### config.mk
export PLATFORM = sky130hd
export DESIGN_NAME = pfpu_chan_decode
export DESIGN_NICKNAME = d
export VERILOG_FILES = /design/src/rtl/pixel_format_pack_unpack_unit_assert.svh /design/src/rtl/pfpu_pkg.sv /design/src/rtl/pfpu_chan_decode.sv
export SDC_FILE = /design/constraint.sdc
export NUM_CORES = 1
export LEC_CHECK = 0
export ABC_CLOCK_PERIOD_IN_PS = 18200
export BUFFER_PORTS_ARGS = -buffer_cell sky130_fd_sc_hd__buf_2
export CORE_UTILIZATION = 59
export DETAILED_ROUTE_END_ITERATION = 6
export PLACE_DENSITY = 0.92
export SLEW_MARGIN = 40
export SYNTH_ARGS = -nofsm -noshare
export SYNTH_HDL_FRONTEND = slang
export SYNTH_SLANG_ARGS = --single-unit
### constraint.sdc
create_clock -name aclk -period 18.2 [get_ports aclk]
set_input_delay 3.64 -clock aclk [delete_from_list [all_inputs] [get_ports aclk]]
set_output_delay 3.64 -clock aclk [all_outputs]
set_load 0.03 [all_outputs]
### src/rtl/pixel_format_pack_unpack_unit_assert.svh
// Assertion macros for the pixel format pack/unpack unit.
// Included by modules that check their own control logic; no other dependencies.
`ifndef PIXEL_FORMAT_PACK_UNPACK_UNIT_ASSERT_SVH
`define PIXEL_FORMAT_PACK_UNPACK_UNIT_ASSERT_SVH

// Check a consequence in the same cycle as its antecedent.
`define PFPU_ASSERT_NOW(label, clk, rstn, ante, cons, msg) \
    label: assert property (@(posedge clk) disable iff (!(rstn)) (ante) |-> (cons)) \
        else $error(msg);

// Check a consequence in the cycle after its antecedent.
`define PFPU_ASSERT_NEXT(label, clk, rstn, ante, cons, msg) \
    label: assert property (@(posedge clk) disable iff (!(rstn)) (ante) |=> (cons)) \
        else $error(msg);

`endif

### src/rtl/pfpu_pkg.sv
// Shared types, codes, reset values and channel helper functions for the
// pixel format pack/unpack unit. No dependencies.
package pfpu_pkg;

    // Palette depth default
    localparam int PALETTE_SIZE_DEF = 256;

    // Channel slots
    localparam int CHAN_NUM   = 4;
    localparam int CHAN_RED   = 0;
    localparam int CHAN_GREEN = 1;
    localparam int CHAN_BLUE  = 2;
    localparam int CHAN_ALPHA = 3;

    // Configuration port geometry
    localparam int CFG_ADDR_W = 5;
    localparam int CFG_DATA_W = 32;

    // Beat geometry
    localparam int S_TDATA_W = 72;
    localparam int S_TUSER_W = 2;
    localparam int M_TDATA_W = 56;

    // Register reset values
    localparam logic [2:0]  BPP_RST         = 3'd4;
    localparam logic [2:0]  BPP_PALETTED    = 3'd1;
    localparam logic [31:0] RED_MASK_RST    = 32'h0000_00FF;
    localparam logic [31:0] GREEN_MASK_RST  = 32'h0000_FF00;
    localparam logic [31:0] BLUE_MASK_RST   = 32'h00FF_0000;
    localparam logic [31:0] ALPHA_MASK_RST  = 32'hFF00_0000;

    // Cycles the input stays closed while channel formats recompute
    localparam logic [1:0] SETTLE_CYCLES = 2'd2;

    typedef enum logic [2:0] {
        REG_BPP        = 3'd0,
        REG_RED_MASK   = 3'd1,
        REG_GREEN_MASK = 3'd2,
        REG_BLUE_MASK  = 3'd3,
        REG_ALPHA_MASK = 3'd4
    } cfg_reg_t;

    typedef enum logic [1:0] {
        KIND_LOAD   = 2'd0,
        KIND_PACK   = 2'd1,
        KIND_UNPACK = 2'd2
    } item_kind_t;

    typedef enum logic [1:0] {
        ST_IDLE   = 2'd0,
        ST_LOOKUP = 2'd1,
        ST_SEARCH = 2'd2
    } pfpu_state_t;

    // Decoded channel format: position of the field and bits dropped from 8
    typedef struct packed {
        logic [4:0] shift;
        logic [3:0] loss;
    } chan_fmt_t;

    // Count trailing zeros; an empty mask gives 0
    function automatic logic [4:0] ctz32(input logic [31:0] m);
        logic [4:0] s;
        s = '0;
        for (int i = 31; i >= 0; i--) begin
            if (m[i]) begin
                s = 5'(i);
            end
        end
        return s;
    endfunction

    // Loss from the low byte of the mask shifted down to its lowest set bit
    function automatic logic [3:0] loss_of(input logic [7:0] low);
        logic [3:0] n;
        logic       run;
        n   = '0;
        run = 1'b1;
        for (int i = 0; i < 8; i++) begin
            if (run && low[i]) begin
                n = n + 4'd1;
            end else begin
                run = 1'b0;
            end
        end
        return 4'd8 - n;
    endfunction

    function automatic logic [31:0] pack_chan(input logic [7:0] v, input chan_fmt_t f);
        logic [31:0] w;
        w = 32'(v >> f.loss);
        return w << f.shift;
    endfunction

    function automatic logic [7:0] unpack_chan(input logic [31:0] px,
                                               input logic [31:0] m,
                                               input chan_fmt_t   f);
        logic [31:0] t;
        t = (px & m) >> f.shift;
        return t[7:0] << f.loss;
    endfunction

endpackage

### src/rtl/pfpu_chan_decode.sv
// Two-stage decoder from a channel mask to its shift and loss.
// Depends on pfpu_pkg.
module pfpu_chan_decode (
    input  logic                aclk,
    input  logic [31:0]         mask,
    output pfpu_pkg::chan_fmt_t fmt
);
    import pfpu_pkg::*;

    logic [4:0] shift_reg;
    logic [3:0] loss_reg;
    logic [7:0] mask_sh;

    // Stage one: find the lowest set bit
    always_ff @(posedge aclk) begin
        shift_reg <= ctz32(mask);
    end

    // Stage two: measure the run of ones above it
    assign mask_sh = 8'(mask >> shift_reg);

    always_ff @(posedge aclk) begin
        loss_reg <= loss_of(mask_sh);
    end

    assign fmt.shift = shift_reg;
    assign fmt.loss  = loss_reg;

endmodule

==> impl_metrics.toml <==
[status]
status = "finished, final reports clean"

[setup_path]
cell_with_the_most_instances_on_the_worst_path = "sky130_fd_sc_hd__ha_1"
cp_max_fo = 8
slowest_stage = "sky130_fd_sc_hd__mux4_2"
internal_reg_to_reg_setup_slack_ns = 11.98
crit_arrival_ns = 8.86
worstPathCellList = "buf_2, mux4_2, and2_0, a211o_1, and4_1, nand2_1, inv_1, ha_1, nor2_1, nor2_1, ha_1, mux2_2, ha_1, mux2_1, o311a_1, ha_1, a21o_1, ha_1, mux2_2, a21oi_1, ha_1, xnor2_1, xnor2_1"
critPathTopFamily = "adder cells"
levels_on_crit_path = 23
worstSetupStartpointType = "primary input"
worst-r2r-cell-count = 23
timing.critical_path.required_ns = 18.32
critPathCaptureType = "register"
cp_num_buf_inv = 2
critical_path.max_stage_delay_ns = 0.51
crit_type = "primary input to register"

[detailed_routing]
post_route_drc_violation_count = 0
number_of_antenna_violating_nets_in_the_routed_design = 0
detailedRoute.firstPassIterationCount = 5
dr.first_iter.drc_count = 261
wirelength_um = 7790
vias_per_cell = 7.31
dr_total_vias = 2858
post_drt_wl_per_cell_um = 19.9

[floorplanning]
floorplan.io_pins = 42
core_area_sq_mm = 0.00441
fp.dieArea_sq_mm = 0.00495
die_width_um = 70.3
initial_utilization = 0.624
die_height_um = 70.3
num_rows = 24

[power]
max-vdd-ir-drop_mv = 0.0359
total_leakage_power_uw = 0.00111
power.density_cell_area_mw_per_mm2 = 44.6

[final_layout]
mostFrequentLayoutCell = "sky130_fd_sc_hd__buf_2"
fillCellCount = 319
fin_nets = 379
antenna_cells_inserted = 0
largest_register_ff_count = 5
area.growth.synth_to_final_pct = 7.49
seq_area_sq_um = 181
multi_input_area_sq_mm = 0.00238
drive_gt1_frac = 0.301
layout.cells.most_common_list = "sky130_fd_sc_hd__buf_2 (41), sky130_fd_sc_hd__mux4_2 (36), sky130_fd_sc_hd__nor2_1 (33)"
fin_area_sq_mm = 0.00296

[clock_tree]
cts_root_buf = "sky130_fd_sc_hd__clkbuf_8"
cts.clk_slew.worst_paths_ns = 0.05
cts.htree.levels = 1
clkLatencyLatePin_ns = 0.24
max-clock-path-buffers = 2
cts_hold_buf = 0
cts_made_buffers = 3
tritoncts = "built"
clock_sink_count = 9
cts.repair_timing.setup_buffer_count = 0
postCtsResizedCells = 0

[synthesis]
synth_compound_area_frac = 0.193
netlist-cell-type-count = 62
synth_top_family_by_area = "multiplexers"
synth_edf_count = 0
adder_cell_area_share_of_the_yosys_netlist = 0.0272
synth-seq-cells = 9
ys_async_sr_fraction = 0
yosys.area_share.xor_xnor = 0.00954
post_synth_mux_area_share = 0.419
synth-seq-area-share = 0.0654
ys.warnings.count = 0
synth_ff_type = "sky130_fd_sc_hd__dfxtp_1"
synth_area_sq_mm = 0.00276
synth_simple_gate_area_frac = 0.215
synthesis.instances = 316
mean_syn_cell_area_sq_um = 8.72
postSynthNetCount = 355

[global_route]
global_route.usage.total = 0.330
maximum_number_of_pins_on_one_net_before_global_route_repair = 55
grt_antenna_before_repair = 0
vias_in_the_first_global_route = 2656
grt_remaining_overflow = 0
global_route_wire_length_before_repair_um = 13100

[hold_path]
min-delay-path-class = "register to register"
holdPathStages = 4

[sta]
drv_slew = 0
setup-violations-final = 0
worst_slew_pin_slew_ns = 0.747
timing.max_slew.rel_slack = 0.498
timing.fmax_mhz = 114
fin_tns_setup_ns = 0
setup_repair_after_global_routing_missed_its_margin = "false"
timing.clock.skew_ns = 0.00339
period_minus_slack_ns = 8.74
period_share = 0.480
report.final.hold_viol_count = 0

[placement]
dp_hpwl_um = 5700
place_congestion = 0.973
port_buffers = 41
cell_area_after_placement_sq_mm = 0.00292

[flow_run]
max_cap_viol_count = 0
## stage by stage
step | setup slack, ns | total power (uW) | std cells | hold WS [ns] | utilization
2_1_floorplan | 9.79 | 86.1 | 316 | 1.30 | -
3_3_place_gp | 9.42 | 105 | 387 | 1.07 | 0.661
3_5_place_dp | 9.27 | 108 | 387 | 1.10 | 0.661
4_1_cts | 9.50 | 132 | 391 | 1.12 | 0.671
5_1_grt | 9.19 | 141 | 391 | 1.15 | 0.671
6_report | 9.46 | 132 | 391 | 1.12 | 0.671
## cells by family after synthesis
kind of cell | Yosys count
DFF | 9
buffers and inverters | 40
xor gates and xnor gates | 3
adders and majority gates | 6
muxes | 69
AOI/OAI and AO/OA | 74
and+or+nand+nor | 115
## synth_stat cells, types with 5 or more instances
cell type | instances | area [sq um]
sky130_fd_sc_hd__nand2b_1 | 7 | 43.8
sky130_fd_sc_hd__nand3_1 | 5 | 25.0
sky130_fd_sc_hd__nand2_1 | 26 | 97.6
sky130_fd_sc_hd__ha_1 | 6 | 75.1
sky130_fd_sc_hd__inv_1 | 13 | 48.8
sky130_fd_sc_hd__nor3_1 | 5 | 25.0
sky130_fd_sc_hd__mux4_2 | 36 | 811
sky130_fd_sc_hd__o21ai_0 | 10 | 50.1
sky130_fd_sc_hd__nor2_1 | 33 | 124
sky130_fd_sc_hd__clkbuf_1 | 12 | 45.0
sky130_fd_sc_hd__a21oi_1 | 13 | 65.1
sky130_fd_sc_hd__nor2b_1 | 10 | 62.6
sky130_fd_sc_hd__mux2_2 | 10 | 113
sky130_fd_sc_hd__nor4_1 | 7 | 43.8
sky130_fd_sc_hd__buf_2 | 7 | 35.0
sky130_fd_sc_hd__mux2i_1 | 22 | 220
sky130_fd_sc_hd__dfxtp_1 | 9 | 180
## worst paths after layout
check,start,to
max,mask[31],loss_reg[2]$_DFF_P_
min,shift_reg[2]$_SDFF_PP0_,loss_reg[0]$_DFF_P_
max reg2reg,shift_reg[1]$_SDFF_PP0_,loss_reg[2]$_DFF_P_
min reg2reg,shift_reg[2]$_SDFF_PP0_,loss_reg[0]$_DFF_P_
## power by group
group / switching (uW) / leakage (uW) / internal (uW)
registers: 0.574 / 0.0000749 / 22.5
clock network: 8.06 / 0.0000228 / 15.3
logic: 48.3 / 0.00102 / 37.4
## worst register-to-register path, stage by stage, from the launching register on
cell and delay, ns:
sky130_fd_sc_hd__dfxtp_2 0.32, sky130_fd_sc_hd__buf_4 0.58, sky130_fd_sc_hd__mux4_2 0.66, sky130_fd_sc_hd__and2_0 0.17
sky130_fd_sc_hd__a211o_1 0.24, sky130_fd_sc_hd__and4_1 0.21, sky130_fd_sc_hd__nand2_1 0.16, sky130_fd_sc_hd__inv_1 0.09
sky130_fd_sc_hd__ha_1 0.31, sky130_fd_sc_hd__nor2_1 0.05, sky130_fd_sc_hd__nor2_1 0.16, sky130_fd_sc_hd__ha_1 0.29
sky130_fd_sc_hd__mux2_2 0.28, sky130_fd_sc_hd__ha_1 0.26, sky130_fd_sc_hd__mux2_1 0.29, sky130_fd_sc_hd__o311a_1 0.32
sky130_fd_sc_hd__ha_1 0.35, sky130_fd_sc_hd__a21o_1 0.19, sky130_fd_sc_hd__ha_1 0.33, sky130_fd_sc_hd__mux2_2 0.28
sky130_fd_sc_hd__a21oi_1 0.16, sky130_fd_sc_hd__ha_1 0.18, sky130_fd_sc_hd__xnor2_1 0.09, sky130_fd_sc_hd__xnor2_1 0.14
## cell type report
cell class	count	area share
flip-flops and latches	9	0.0613
multi-input cells	267	0.803
clock buffers	4	0.0152
inverters	13	0.0165
repair buffers	46	0.0820
well taps	52	0.0220
## routing by layer
layer  GRT usage  wire length, um
met3      0.0505              872
met4       0.113              284
met1       0.432             2830
met2       0.552             3800
met5           0                0
Power figures use the tool's default switching activity.
